<file path="src/rtl/core/exp_taylor_horner_defines.svh">
// Assertion macros for the exp_taylor_horner RTL.
`ifndef EXP_TAYLOR_HORNER_DEFINES_SVH
`define EXP_TAYLOR_HORNER_DEFINES_SVH

// Same-cycle implication, checked on clk, masked during rst.
`define ETH_ASSERT_NOW(label, ante, cons, msg) \
  label: assert property (@(posedge clk) disable iff (rst) (ante) |-> (cons)) \
    else $error(msg);

// Next-cycle implication, checked on clk, masked during rst.
`define ETH_ASSERT_NEXT(label, ante, cons, msg) \
  label: assert property (@(posedge clk) disable iff (rst) (ante) |=> (cons)) \
    else $error(msg);

`endif

</file>
<file path="src/rtl/core/exp_th_pkg.sv">
// Shared types and widths for the Taylor-series exponential block.
`timescale 1ns / 1ps
package exp_th_pkg;

  localparam int X_W     = 5;    // exponent argument
  localparam int K_W     = 5;    // term index / term count
  localparam int WORD_W  = 57;   // Q24.32 result word
  localparam int PROD_W  = 62;   // x * r, holds +2^60
  localparam int SUM_W   = 63;   // one + quotient before clamp
  localparam int QMAG_W  = 61;   // quotient magnitude bits
  localparam int DVD_W   = 64;   // divider dividend, padded
  localparam int DIV_BPC = 8;    // quotient bits per divider cycle
  localparam int DIV_CYC = DVD_W / DIV_BPC;
  localparam int DCNT_W  = $clog2(DIV_CYC);

  typedef struct packed {
    logic           load;       // capture x, reset accumulator and flag
    logic           mul;        // register x * r
    logic           div_start;  // launch |x * r| / k
    logic           upd;        // r <= clamp(one + quotient)
    logic [K_W-1:0] k;          // current divisor
  } eth_cmd_t;

  typedef struct packed {
    logic div_done;
  } eth_status_t;

endpackage

</file>
<file path="src/rtl/core/exp_th_div.sv">
// Unsigned divider by a small divisor, DIV_BPC quotient bits per cycle.
`timescale 1ns / 1ps
module exp_th_div
  import exp_th_pkg::*;
(
  input  logic             clk,
  input  logic             rst,
  input  logic             start,
  input  logic [DVD_W-1:0] dividend,
  input  logic [K_W-1:0]   divisor,
  output logic [DVD_W-1:0] quotient,
  output logic             done
);

  logic              run;
  logic [DCNT_W-1:0] cnt;
  logic [K_W-1:0]    rem;
  logic [DVD_W-1:0]  dvd;
  logic [K_W:0]      rem_next;
  logic [DVD_W-1:0]  dvd_next;

  // Restoring division; remainder stays below divisor so it is narrow.
  always_comb begin
    rem_next = {1'b0, rem};
    dvd_next = dvd;
    for (int i = 0; i < DIV_BPC; i++) begin
      rem_next = {rem_next[K_W-1:0], dvd_next[DVD_W-1]};
      dvd_next = {dvd_next[DVD_W-2:0], 1'b0};
      if (rem_next >= {1'b0, divisor}) begin
        rem_next    = rem_next - {1'b0, divisor};
        dvd_next[0] = 1'b1;
      end
    end
  end

  always_ff @(posedge clk) begin
    if (rst) begin
      run  <= 1'b0;
      cnt  <= '0;
      done <= 1'b0;
    end else begin
      done <= 1'b0;
      if (start) begin
        run <= 1'b1;
        cnt <= '0;
      end else if (run) begin
        cnt <= cnt + 1'b1;
        if (cnt == DCNT_W'(DIV_CYC - 1)) begin
          run  <= 1'b0;
          done <= 1'b1;
        end
      end
    end
  end

  always_ff @(posedge clk) begin
    if (start) begin
      dvd <= dividend;
      rem <= '0;
    end else if (run) begin
      dvd <= dvd_next;
      rem <= rem_next[K_W-1:0];
    end
  end

  assign quotient = dvd;

endmodule

</file>
<file path="src/rtl/core/exp_th_dp.sv">
// Datapath: argument, accumulator, product, divider and saturating update.
`timescale 1ns / 1ps
module exp_th_dp
  import exp_th_pkg::*;
#(
  parameter int FRAC_BITS = 32
) (
  input  logic                     clk,
  input  logic                     rst,
  input  eth_cmd_t                 cmd,
  output eth_status_t              status,
  input  logic signed [X_W-1:0]    x_value,
  output logic signed [WORD_W-1:0] exp_value,
  output logic                     saturated
);

  localparam logic [WORD_W-1:0] FIX_ONE = {{(WORD_W-1){1'b0}}, 1'b1} << FRAC_BITS;

  logic signed [X_W-1:0]    held_argument;
  logic signed [WORD_W-1:0] accumulator;
  logic                     sat;
  logic signed [PROD_W-1:0] prod;
  logic signed [PROD_W-1:0] prod_next;
  logic [PROD_W-1:0]        prod_mag;
  logic [DVD_W-1:0]         quotient;
  logic signed [SUM_W-1:0]  quot_s;
  logic signed [SUM_W-1:0]  sum;
  logic [SUM_W-WORD_W:0]    sum_hi;
  logic                     ovf;
  logic signed [WORD_W-1:0] clamped;

  assign prod_next = held_argument * accumulator;
  assign prod_mag  = prod[PROD_W-1] ? -prod : prod;

  exp_th_div u_div (
    .clk      (clk),
    .rst      (rst),
    .start    (cmd.div_start),
    .dividend ({{(DVD_W-PROD_W){1'b0}}, prod_mag}),
    .divisor  (cmd.k),
    .quotient (quotient),
    .done     (status.div_done)
  );

  // Quotient takes the product's sign: truncation toward zero.
  always_comb begin
    quot_s = {{(SUM_W-QMAG_W){1'b0}}, quotient[QMAG_W-1:0]};
    if (prod[PROD_W-1]) quot_s = -quot_s;
    sum    = quot_s + {{(SUM_W-WORD_W){1'b0}}, FIX_ONE};
    sum_hi = sum[SUM_W-1:WORD_W-1];
    ovf    = (sum_hi != '0) && (sum_hi != '1);
    if (!ovf) clamped = sum[WORD_W-1:0];
    else if (sum[SUM_W-1]) clamped = {1'b1, {(WORD_W-1){1'b0}}};
    else clamped = {1'b0, {(WORD_W-1){1'b1}}};
  end

  always_ff @(posedge clk) begin
    if (rst) begin
      sat <= 1'b0;
    end else if (cmd.load) begin
      sat <= 1'b0;
    end else if (cmd.upd) begin
      sat <= sat | ovf;
    end
  end

  always_ff @(posedge clk) begin
    if (rst) begin
      held_argument <= '0;
      accumulator   <= FIX_ONE;
    end else if (cmd.load) begin
      held_argument <= x_value;
      accumulator   <= FIX_ONE;
    end else if (cmd.upd) begin
      accumulator <= clamped;
    end
    if (cmd.mul) prod <= prod_next;
  end

  assign exp_value = accumulator;
  assign saturated = sat;

endmodule

</file>
<file path="src/rtl/core/exp_th_ctrl.sv">
// Controller: Horner term sequencing, one multiply and one divide per term.
`timescale 1ns / 1ps
module exp_th_ctrl
  import exp_th_pkg::*;
#(
  parameter int MAX_TERMS = 20
) (
  input  logic           clk,
  input  logic           rst,
  input  logic           start,
  input  logic [K_W-1:0] term_count,
  input  eth_status_t    status,
  output eth_cmd_t       cmd,
  output logic           busy,
  output logic           done
);

  localparam logic [2:0] S_IDLE   = 3'd0;
  localparam logic [2:0] S_MUL    = 3'd1;
  localparam logic [2:0] S_DSTART = 3'd2;
  localparam logic [2:0] S_DWAIT  = 3'd3;
  localparam logic [2:0] S_DONE   = 3'd4;

  localparam logic [K_W-1:0] TERMS_CAP = K_W'(MAX_TERMS);

  logic [2:0]     state, state_next;
  logic [K_W-1:0] term_index, term_index_next;
  logic [K_W-1:0] n_eff;

  assign n_eff = (term_count > TERMS_CAP) ? TERMS_CAP : term_count;

  always_comb begin
    state_next      = state;
    term_index_next = term_index;
    cmd             = '0;
    cmd.k           = term_index;
    busy            = 1'b1;
    done            = 1'b0;
    unique case (state)
      S_IDLE: begin
        busy = 1'b0;
        if (start) begin
          cmd.load = 1'b1;
          if (n_eff == '0) begin
            state_next = S_DONE;
          end else begin
            term_index_next = n_eff;
            state_next      = S_MUL;
          end
        end
      end
      S_MUL: begin
        cmd.mul    = 1'b1;
        state_next = S_DSTART;
      end
      S_DSTART: begin
        cmd.div_start = 1'b1;
        state_next    = S_DWAIT;
      end
      S_DWAIT: begin
        if (status.div_done) begin
          cmd.upd = 1'b1;
          if (term_index == K_W'(1)) begin
            term_index_next = '0;
            state_next      = S_DONE;
          end else begin
            term_index_next = term_index - 1'b1;
            state_next      = S_MUL;
          end
        end
      end
      S_DONE: begin
        done       = 1'b1;
        state_next = S_IDLE;
      end
      default: begin
        state_next = S_IDLE;
      end
    endcase
  end

  always_ff @(posedge clk) begin
    if (rst) begin
      state      <= S_IDLE;
      term_index <= '0;
    end else begin
      state      <= state_next;
      term_index <= term_index_next;
    end
  end

endmodule

</file>
<file path="src/rtl/core/exp_taylor_horner.sv">
// Top level of the Taylor-series exponential: APB register, controller, datapath.
`timescale 1ns / 1ps
// exp_taylor_horner computes e^x for a 5-bit signed integer x as the Taylor
// series truncated after term_count terms, by Horner's rule:
// r = 1, then for k = n down to 1, r = 1 + trunc((x * r) / k), in signed
// Q24.32 (FRAC_BITS fraction bits) in a 57-bit word, clamped to that word
// after every step; saturated reports any clamp. n is term_count capped at
// MAX_TERMS. A transaction is accepted when start is high and busy is low;
// its result appears on exp_value/saturated for exactly one cycle with done
// high, and there is no backpressure, so the receiver must take it then.
// Each term steps through the product register, the divider launch, the
// iterations of the 8-bit-per-cycle divider and the update; a transaction
// ends with done before busy drops and the next one can be accepted. The
// shared multiplier and the iterative divider set how long a term lasts. Write
// term_count (address 0, reset 10) only while busy is low.
`include "exp_taylor_horner_defines.svh"
module exp_taylor_horner
  import exp_th_pkg::*;
#(
  parameter int MAX_TERMS = 20,
  parameter int FRAC_BITS = 32
) (
  input  logic                     clk,
  input  logic                     rst,
  // command channel
  input  logic                     start,
  output logic                     busy,
  input  logic signed [X_W-1:0]    x_value,
  // result strobe
  output logic                     done,
  output logic signed [WORD_W-1:0] exp_value,
  output logic                     saturated,
  // APB configuration
  input  logic                     psel,
  input  logic                     penable,
  input  logic                     pwrite,
  input  logic [2:0]               paddr,
  input  logic [31:0]              pwdata,
  output logic [31:0]              prdata,
  output logic                     pready
);

  localparam logic REG_TERM_COUNT = 1'b0;  // word index of term_count

  logic [K_W-1:0] term_count;
  logic           cfg_write;
  eth_cmd_t       cmd;
  eth_status_t    status;

  // Config transaction completes on the access phase; pready never stalls.
  assign pready    = 1'b1;
  assign cfg_write = psel & penable & pwrite & pready;

  always_ff @(posedge clk) begin
    if (rst) begin
      term_count <= K_W'(10);
    end else if (cfg_write && paddr[2] == REG_TERM_COUNT) begin
      term_count <= pwdata[K_W-1:0];
    end
  end

  assign prdata = (paddr[2] == REG_TERM_COUNT) ? {{(32-K_W){1'b0}}, term_count} : '0;

  exp_th_ctrl #(
    .MAX_TERMS (MAX_TERMS)
  ) u_ctrl (
    .clk        (clk),
    .rst        (rst),
    .start      (start),
    .term_count (term_count),
    .status     (status),
    .cmd        (cmd),
    .busy       (busy),
    .done       (done)
  );

  exp_th_dp #(
    .FRAC_BITS (FRAC_BITS)
  ) u_dp (
    .clk       (clk),
    .rst       (rst),
    .cmd       (cmd),
    .status    (status),
    .x_value   (x_value),
    .exp_value (exp_value),
    .saturated (saturated)
  );

  // Result strobe only comes out of an active transaction, and ends it.
  `ETH_ASSERT_NOW(a_done_busy, done, busy, "done without busy")
  `ETH_ASSERT_NEXT(a_done_idle, done, !busy, "busy held after done")
  `ETH_ASSERT_NEXT(a_accept_busy, start && !busy, busy, "accept did not raise busy")
  // Zero terms: result is exactly one, the very next cycle.
  `ETH_ASSERT_NEXT(a_zero_terms, start && !busy && term_count == '0,
    done && !saturated && exp_value == ({{(WORD_W-1){1'b0}}, 1'b1} << FRAC_BITS),
    "zero-term transaction gave wrong result")

endmodule

</file>
<file path="config.mk">
export PLATFORM = sky130hd
export DESIGN_NAME = exp_taylor_horner
export DESIGN_NICKNAME = d
export VERILOG_FILES = /design/src/rtl/core/exp_th_pkg.sv /design/src/rtl/core/exp_th_div.sv /design/src/rtl/core/exp_th_dp.sv /design/src/rtl/core/exp_th_ctrl.sv /design/src/rtl/core/exp_taylor_horner.sv
export VERILOG_INCLUDE_DIRS = /design/src /design/src/rtl/core
export SDC_FILE = /design/constraint.sdc
export NUM_CORES = 1
export LEC_CHECK = 0
export BUFFER_PORTS_ARGS = -buffer_cell sky130_fd_sc_hd__buf_2
export CAP_MARGIN = 20
export CORE_MARGIN = 10
export CORE_UTILIZATION = 50
export DETAILED_ROUTE_END_ITERATION = 12
export PLACE_DENSITY = 0.73
export SYNTH_ARGS = -nofsm -noshare
export SYNTH_HDL_FRONTEND = slang
export SYNTH_HIERARCHICAL = 1
export SYNTH_SLANG_ARGS = --single-unit
</file>
<file path="constraint.sdc">
create_clock -name clk -period 31.5 [get_ports clk]
set_input_delay 3.15 -clock clk [delete_from_list [all_inputs] [get_ports clk]]
set_output_delay 3.15 -clock clk [all_outputs]
set_load 0.02 [all_outputs]
</file>
## Word level (Yosys, flattened, before mapping)

Cells that the tools add are included.

- Add/subtract/negate cells: 13
- Multipliers: 1
- Order comparisons: 9
- Equal/unequal tests: 10
- Multiplexer cells: 46
- Bitwise logic cells: 5
- Reduce and logical (&&, ||, !) cells: 12

Operators by type and width:

| cell | count |
|---|---|
| 62-bit two-way mux | 3 |
| 57-bit two-way mux | 2 |
| 5-bit two-way mux | 14 |
| 63-bit by 33-bit adder with 63-bit output, second input constant | 1 |
| 63-bit two-way mux | 1 |
| 61-bit negator with 63-bit output | 1 |
| 5-bit by 57-bit multiplier with 62-bit output | 1 |
| 62-bit negator | 1 |
| 6-bit by 5-bit >= comparator with 1-bit output | 8 |
| 5-bit subtractor | 8 |
| 1-bit two-way mux | 20 |
| 3-bit two-way mux | 4 |
| 3-bit one-hot mux with 4 select lines | 1 |
| 5-bit one-hot mux with 2 select lines | 1 |
| 7-bit inequality test, second input constant | 1 |
| 7-bit nonzero test | 1 |
| 3-bit by 2-bit == test with 1-bit output, second input constant | 2 |
| 3-bit == test, second input constant | 2 |
| 5-bit by 1-bit == test with 1-bit output, second input constant | 1 |
| 5-bit greater-than comparator, second input constant | 1 |
| 5-bit logical NOT | 1 |
| 5-bit by 1-bit subtractor with 5-bit output, second input constant | 1 |
| 2-bit inequality test, second input constant | 2 |
| 4-bit AND reduction | 1 |
| 12 further kinds | 17 |

- Register bits: 212
- Input port bits: 46
- Output and inout port bits: 93
- Word-level logic and storage cells: 109

## Logic depth before layout (Yosys ltp)

Gate-level depths: netlist of the first run.

- Word-level depth: 18
- Mapped depth: 73
- Gate-level depth less buffers: 69

## Hierarchy

Netlist of the first run, hierarchy kept.

Modules (own cells, without submodules):

| module | instances | cells each | area an instance (µm²) | seq. area each (µm²) |
|---|---|---|---|---|
| exp_th_dp | 1 | 2044 | 17838.4 | 3123.0 |
| exp_th_div | 1 | 454 | 5260.0 | 2122.0 |
| exp_th_ctrl | 1 | 74 | 630.6 | 160.2 |
| exp_taylor_horner | 1 | 58 | 489.2 | 100.1 |

## Worst setup path before layout of the first run

OpenSTA, ideal clock, no wires.

- Path type: reg-to-reg
- From: register u_ctrl.term_index[1]
- To: register u_dp.u_div.dvd[0] (netlist: u_dp/u_div/quotient[0]), data pin
- Library setup time: 0.260 ns
- Arrival time: 13.020 ns
- Path slack: 18.221 ns
- Stages on the path, launching flop included: 65
- Path buffers: 3
- Clock period less this slack: 13.279 ns
- Cell sequence: dfxtp_1 inv_1 fa_1 a21oi_1 o221ai_2 o21ai_0 inv_1 ha_1 and3_1 a31oi_1 o211ai_1 or2_1 buf_6 o21ai_1 inv_1 ha_1 a41o_1 o22ai_1 (+29 left out) inv_2 ha_1 nand2_1 a21boi_0 o21ai_0 nand2b_1 a221oi_2 o221ai_4 mux2i_1 fa_1 a21oi_1 nor2b_1 o21ai_0 nand2b_1 a21oi_1 clkbuf_1 nand2_1 mux2_2

- Longest elaborated chain between the ends: 18

RTL lines:

| element | RTL line | source |
|---|---|---|
| from (decl) | exp_th_ctrl.sv:27 | `logic [K_W-1:0] term_index, term_index_next;` |
| from (signal assigned) | exp_th_ctrl.sv:88 | `term_index <= term_index_next;` |
| 5-bit subtractor / 6-bit by 5-bit >= comparator with 1-bit output (equally long branches) | exp_th_div.sv:30, exp_th_div.sv:29 |  |
| 5-bit two-way mux | exp_th_div.sv:29 | `if (rem_next >= {1'b0, divisor}) begin` |
| 5-bit subtractor / 6-bit by 5-bit >= comparator with 1-bit output (equally long branches) | exp_th_div.sv:30, exp_th_div.sv:29 |  |
| 5-bit two-way mux | exp_th_div.sv:29 |  |
| 5-bit subtractor / 6-bit by 5-bit >= comparator with 1-bit output (equally long branches) | exp_th_div.sv:30, exp_th_div.sv:29 |  |
| 5-bit two-way mux | exp_th_div.sv:29 |  |
| 5-bit subtractor / 6-bit by 5-bit >= comparator with 1-bit output (equally long branches) | exp_th_div.sv:30, exp_th_div.sv:29 |  |
| 5-bit two-way mux | exp_th_div.sv:29 |  |
| (+2 left out) | - |  |
| 5-bit subtractor / 6-bit by 5-bit >= comparator with 1-bit output (equally long branches) | exp_th_div.sv:30, exp_th_div.sv:29 |  |
| 5-bit two-way mux | exp_th_div.sv:29 |  |
| 5-bit subtractor / 6-bit by 5-bit >= comparator with 1-bit output (equally long branches) | exp_th_div.sv:30, exp_th_div.sv:29 |  |
| 5-bit two-way mux | exp_th_div.sv:29 |  |
| 6-bit by 5-bit >= comparator with 1-bit output (*) | exp_th_div.sv:29 |  |
| 1-bit two-way mux (*) | exp_th_div.sv:29 |  |
| 62-bit two-way mux (*) | exp_th_div.sv:60 | `end else if (run) begin` |
| 62-bit two-way mux (*) | exp_th_div.sv:57 | `if (start) begin` |
| to (signal assigned) | exp_th_div.sv:58 | `dvd <= dividend;` |
| to (signal assigned) | exp_th_div.sv:61 | `dvd <= dvd_next;` |
| to (decl) | exp_th_div.sv:18 | `logic [DVD_W-1:0] dvd;` |

Every way passes the cells marked *; elsewhere a longest branch is shown, timed or not. The select of a mux whose other input is x is not followed.
A chain may end at the register's enable or synchronous reset.

## Worst setup path after layout of the first run

Ends and elaborated chain as after synthesis.

==> results.toml, run 1 <==
[synthesis]
synth_compound_area_share_pct = 15.73
synthArstFlopShare_pct = 0
synth_top_family_by_area = "adder cells"
synth_edf_count = 126
synthDistinctLibCells = 100
ys_ff_latch = 212
synth_top_area_share_pct = 15.62
synthCells = 2630
synth_warnings = 6
synth_top_cell_by_area = "edfxtp_1"
ys_top_cells_by_area = "edfxtp_1, fa_1, ha_1"
synth_xor_area_share_pct = 7.956
synth_common_cells = "inv_1, and2_1, fa_1"
yosys.area_share.adder_pct = 23.54
syn_area_per_cell_um2 = 9.208
ys.flop_type = "edfxtp_1"
ys_seq_area_share_pct = 22.73
synth_most_common_cell = "inv_1"
synthMuxAreaShare_pct = 4.552
syn_area_um2 = 24220
synthSimpleGateAreaFrac_pct = 17.58

[grt]
first_global_vias = 19470
grt_overflow = 0
grt_usage_pct = 20.64
antenna_found_initial = 0
grt_pass1_wl_um = 99260
grt_max_degree = 78

[worst_setup_path]
r2r_end = "u_dp/u_div/quotient[0]$_DFFE_PP_"
slowest_delay_ns = 0.82
cp.arrival_ns = 15.76
r2r_start = "u_ctrl/term_index[1]$_SDFFE_PP0P_"
ff2ff_setup_slack_ns = 16.01
cp_slowest_cell = "a211oi_1"
critPathBufInv = 5
critPathTopFamily = "compound AO/OA/AOI/OAI gates"
reg2regPathDepth = 62
crit_fanout = 13
critical_path_class = "register to register"
crit_path_start_kind = "register"
critical_path_required_ns = 31.77
worstSetupEndpointType = "register"

[route]
dr.pass1.iters = 5
drt_wl_total_um = 59600
route.vias.total = 19170
drtAntennaViolNets = 0
wl_per_cell_um = 18.17
post-route-drc-count = 0
viasPerCell = 5.843
drt_first_iter_violations = 1266

[sta]
post-route-period-util_pct = 49.17
clock_skew_ns = 0.02685
final_hold_viol_count = 0
setup_viol = 0
setup_tns_ns = 0
slew_headroom_pct = 30.88
period_minus_slack_ns = 15.49
worst_pin_slew_ns = 1.031
finalMaxSlewViolations = 0
fmax_ghz = 0.06457
rsz0062_at_grt = "no"

[hold_path]
worstHoldStart = "u_dp/held_argument[0]$_SDFFE_PP0P_"
hp-class = "register to register"
worst_hold_path.endpoint = "u_dp/held_argument[0]$_SDFFE_PP0P_"
whs_path_depth = 2

[cts]
clk_latency_ns = 0.55
post_cts_resized = 0
cts_tree = "built"
clockBufferDepth = 3
cts_hold_buf = 0
cts-buffers-inserted = 24
cts.htree.levels = 1
cts_setup_buffers = 0
path_clk_slew_ns = 0.06
clockRootBuffer = "clkbuf_16"
clock_sinks = 212

[floorplanning]
start_util_pct = 50.62
rows = 80
core_um2 = 47850
ioPinCount = 139
dieArea_um2 = 57640
fp.dieW_um = 240.1
die_height_um = 240.1

[placement]
io_buffers = 81
place_inst = 3234
place_congestion = 0.9232
hpwl_um = 44480

[run]
maxCapViolations = 0

[finish]
drive_gt1_share_pct = 12.12
nets = 3040
final_cells = 3280
antenna-diode-count = 0
area_growth_pct = 6.577
fin_util_pct = 53.95
n_fill_cell = 4252

[outcome]
status = "completed"
[worst register-to-register path, delay by kind of cell (launching register included)]
family | cells | cell delay (ns)
muxes | 7 | 2.18
DFF | 1 | 0.31
buffers and inverters | 5 | 0.80
AOI/OAI and AO/OA | 28 | 7.63
and+or+nand+nor | 14 | 1.57
adders and majority gates | 8 | 2.77
[flip-flops by register name, summed over array words and instances, names as in the netlist, 3 cells and up]
name / cells
u_dp/u_div/quotient: 64
u_dp/prod: 62
u_ctrl/state: 3
u_dp/exp_value: 57
u_dp/u_div/cnt: 3
u_dp/u_div/rem: 5
term_count: 5
u_dp/held_argument: 5
u_ctrl/term_index: 5
[layout make-up]
cell class	count	area, um2	area share (%)
multi-input combinational	1984	16930	65.59
clock inverter	9	91.34	0.3539
inverter	324	1216	4.712
timing repair buffer	101	580.6	2.249
clock buffer	35	718.2	2.782
tap	615	769.5	2.981
sequential	212	5505	21.33
[cell usage in the layout, fill, tap and decap left out, drive strengths merged, types with 33 or more instances in the layout]
master,count
o31ai,38
buf,101
xnor2,144
dfxtp,86
a21oi,150
o221a,56
clkbuf,35
nor2,151
mux2,69
xor2,76
a21o,43
inv,323
ha,166
and2,223
edfxtp,126
o21ai,86
nor3,33
fa,181
nand2,112
[cell families (layout without fill, tap and decap cells)]
logic type,Yosys count,count (layout)
simple gates,758,758
compound gates,532,532
buf+inv,461,469
fa+ha+maj,347,347
xor+xnor,220,220
flops,212,212
mux,97,97
other cells,3,30
[stage by stage]
stage	setup WS [ns]	hold WS (ns)	instance area [um2]
2_1_floorplan	18.22	0.4701	24320
3_3_place_gp	16.43	0.4762	24960
3_5_place_dp	16.16	0.5052	24960
4_1_cts	16.12	0.5194	25770
5_1_grt	14.79	0.5522	25810
6_report	16.01	0.5175	25810
[routing by layer]
layer / wire length, um / global-route usage [%]
met5: 0 / 0
met4: 1552 / 6.308
met3: 2327 / 1.843
met2: 30020 / 36.84
met1: 25700 / 25.92
[worst max path at each step]
stage	startpoint	end	slack (ns)	cells past startpoint
2_1_floorplan	u_ctrl/term_index[1]$_SDFFE_PP0P_	u_dp/u_div/quotient[0]$_DFFE_PP_	18.22	64
3_5_place_dp	u_ctrl/term_index[1]$_SDFFE_PP0P_	u_dp/u_div/quotient[0]$_DFFE_PP_	16.16	62
4_1_cts	u_ctrl/term_index[1]$_SDFFE_PP0P_	u_dp/u_div/quotient[0]$_DFFE_PP_	16.12	62
6_report	u_ctrl/term_index[1]$_SDFFE_PP0P_	u_dp/u_div/quotient[0]$_DFFE_PP_	16.01	62
5_1_grt	u_ctrl/term_index[1]$_SDFFE_PP0P_	u_dp/u_div/quotient[0]$_DFFE_PP_	14.79	62
3_3_place_gp	u_ctrl/term_index[1]$_SDFFE_PP0P_	u_dp/u_div/quotient[0]$_DFFE_PP_	16.43	63
Power of run 1 is not shown: default switching activity piles up to over one toggle a cycle in this logic, so the estimate is an artifact.
==> inputs of run 2 (changes only) <==
==> constraint.sdc (replaced) <==
create_clock -name clk -period 15.25 [get_ports clk]
set_input_delay 1.525 -clock clk [delete_from_list [all_inputs] [get_ports clk]]
set_output_delay 1.525 -clock clk [all_outputs]
set_load 0.02 [all_outputs]
==> results.toml, run 2 (synthesis gave the netlist of run 1 again) <==
[cts]
clockRootBuffer = "clkbuf_16"
cts_tree = "built"
cts-buffers-inserted = 24
path_clk_slew_ns = 0.06
clock_sinks = 212
clockBufferDepth = 3
clk_latency_ns = 0.54
cts.htree.levels = 1

[sta]
setup_viol = 0
period_minus_slack_ns = 14.19
clock_skew_ns = 0.008663
setup_tns_ns = 0
finalMaxSlewViolations = 0
fmax_ghz = 0.07045
rsz0062_at_grt = "no"
worst_pin_slew_ns = 1.013
final_hold_viol_count = 0
slew_headroom_pct = 32.48
setup_slack_ns = 1.055
post-route-period-util_pct = 93.08

[finish]
nets = 3049
drive_gt1_share_pct = 12.60
area_growth_pct = 6.980
mostFrequentLayoutCells = "inv_1, and2_1, fa_1"
final_common_cell = "inv_1"
antenna-diode-count = 0
largest_register_ffs = 64

[outcome]
status = "completed"

[worst_setup_path]
cp_slowest_cell = "fa_1"
critical_path_class = "register to register"
critPathTopFamily = "compound AO/OA/AOI/OAI gates"
slowest_delay_ns = 0.48
crit_fanout = 11
worst-path-stages = 65
worstSetupEndpointType = "register"
cp_common_cell = "ha_1"
cp.arrival_ns = 14.61
reg2regPathDepth = 65
crit_path_start_kind = "register"
critPathBufInv = 6
critical_path_required_ns = 15.67

[route]
wl_per_cell_um = 18.36
viasPerCell = 5.851
drt_first_iter_violations = 1219
post-route-drc-count = 0
drt_wl_total_um = 60390
drtAntennaViolNets = 0
dr.pass1.iters = 5
route.vias.total = 19240

[grt]
first_global_vias = 19790
grt_pass1_wl_um = 100900
antenna_found_initial = 0
grt_max_degree = 78
grt_usage_pct = 21.02
grt_overflow = 0

[floorplanning]
die_height_um = 240.1
dieArea_um2 = 57640
fp.dieW_um = 240.1
ioPinCount = 139
rows = 80
core_um2 = 47850
start_util_pct = 50.62

[hold_path]
whs_path_depth = 2
hp-class = "register to register"

[run]
maxCapViolations = 0

[placement]
hpwl_um = 45560
preCtsSetupSlack_ns = 0.6419
place_congestion = 0.9259
io_buffers = 81
-- run 2: cell count changes in the layout (fill, tap and decap cells not counted), sizes merged --
cell    previous run  this run
buf              101       110
bufinv             1         3
inv              323       324
clkbuf            35        30
clkinv             8        10
-- run 2: final cells by class --
class,instances,area (um2)
multi-input combinational,1984,16960
clock buffer,30,675.6
inverter,324,1216
clock inverter,14,153.9
tap,615,769.5
fill,4273,21940
sequential,212,5505
timing repair buffer,110,630.6
-- run 2: timing repair --
action	CTS	global route
gates resized for setup	0	8
setup buffers	0	4
hold buffers	0	0
endpoints found under the setup margin	0	6
-- run 2: final timing paths --
check,start,endpoint,slack [ns]
worst max-delay path,u_ctrl/term_index[2]$_SDFFE_PP0P_,u_dp/u_div/rem[2]$_SDFFE_PP0P_,1.06
worst min-delay path,u_dp/held_argument[0]$_SDFFE_PP0P_,u_dp/held_argument[0]$_SDFFE_PP0P_,0.51
worst max register to register,u_ctrl/term_index[2]$_SDFFE_PP0P_,u_dp/u_div/rem[2]$_SDFFE_PP0P_,1.06
worst min register to register,u_dp/held_argument[0]$_SDFFE_PP0P_,u_dp/held_argument[0]$_SDFFE_PP0P_,0.51
-- run 2: per-layer routing --
layer	track usage (%)	vias to the layer above	share of wire (%)	wire length (um)
met5	0	-	0	0
met4	5.732	0	2.2	1329
met3	2.015	96	4.0	2413
met2	37.63	476	51	30510
met1	26.47	9591	43	26140
li1	-	9080	-	-
-- run 2: stage by stage --
step           util [%]  cells  area, um2  hold WS (ns)
2_1_floorplan         -   2657      24320        0.4701
3_3_place_gp      52.26   3240      25010        0.4778
3_5_place_dp      52.26   3240      25010        0.5015
4_1_cts           54.00   3284      25840        0.5154
5_1_grt           54.15   3289      25910        0.5713
6_report          54.15   3289      25910        0.5129
-- run 2: worst reg2reg max path: cells and delay by family (launching register included) --
kind | cells | cell delay, ns
compound gates | 28 | 5.67
flops | 1 | 0.42
buf+inv | 6 | 0.79
simple gates | 16 | 2.06
mux | 7 | 2.23
fa+ha+maj | 8 | 2.90
Power of run 2 is left out for the same reason.
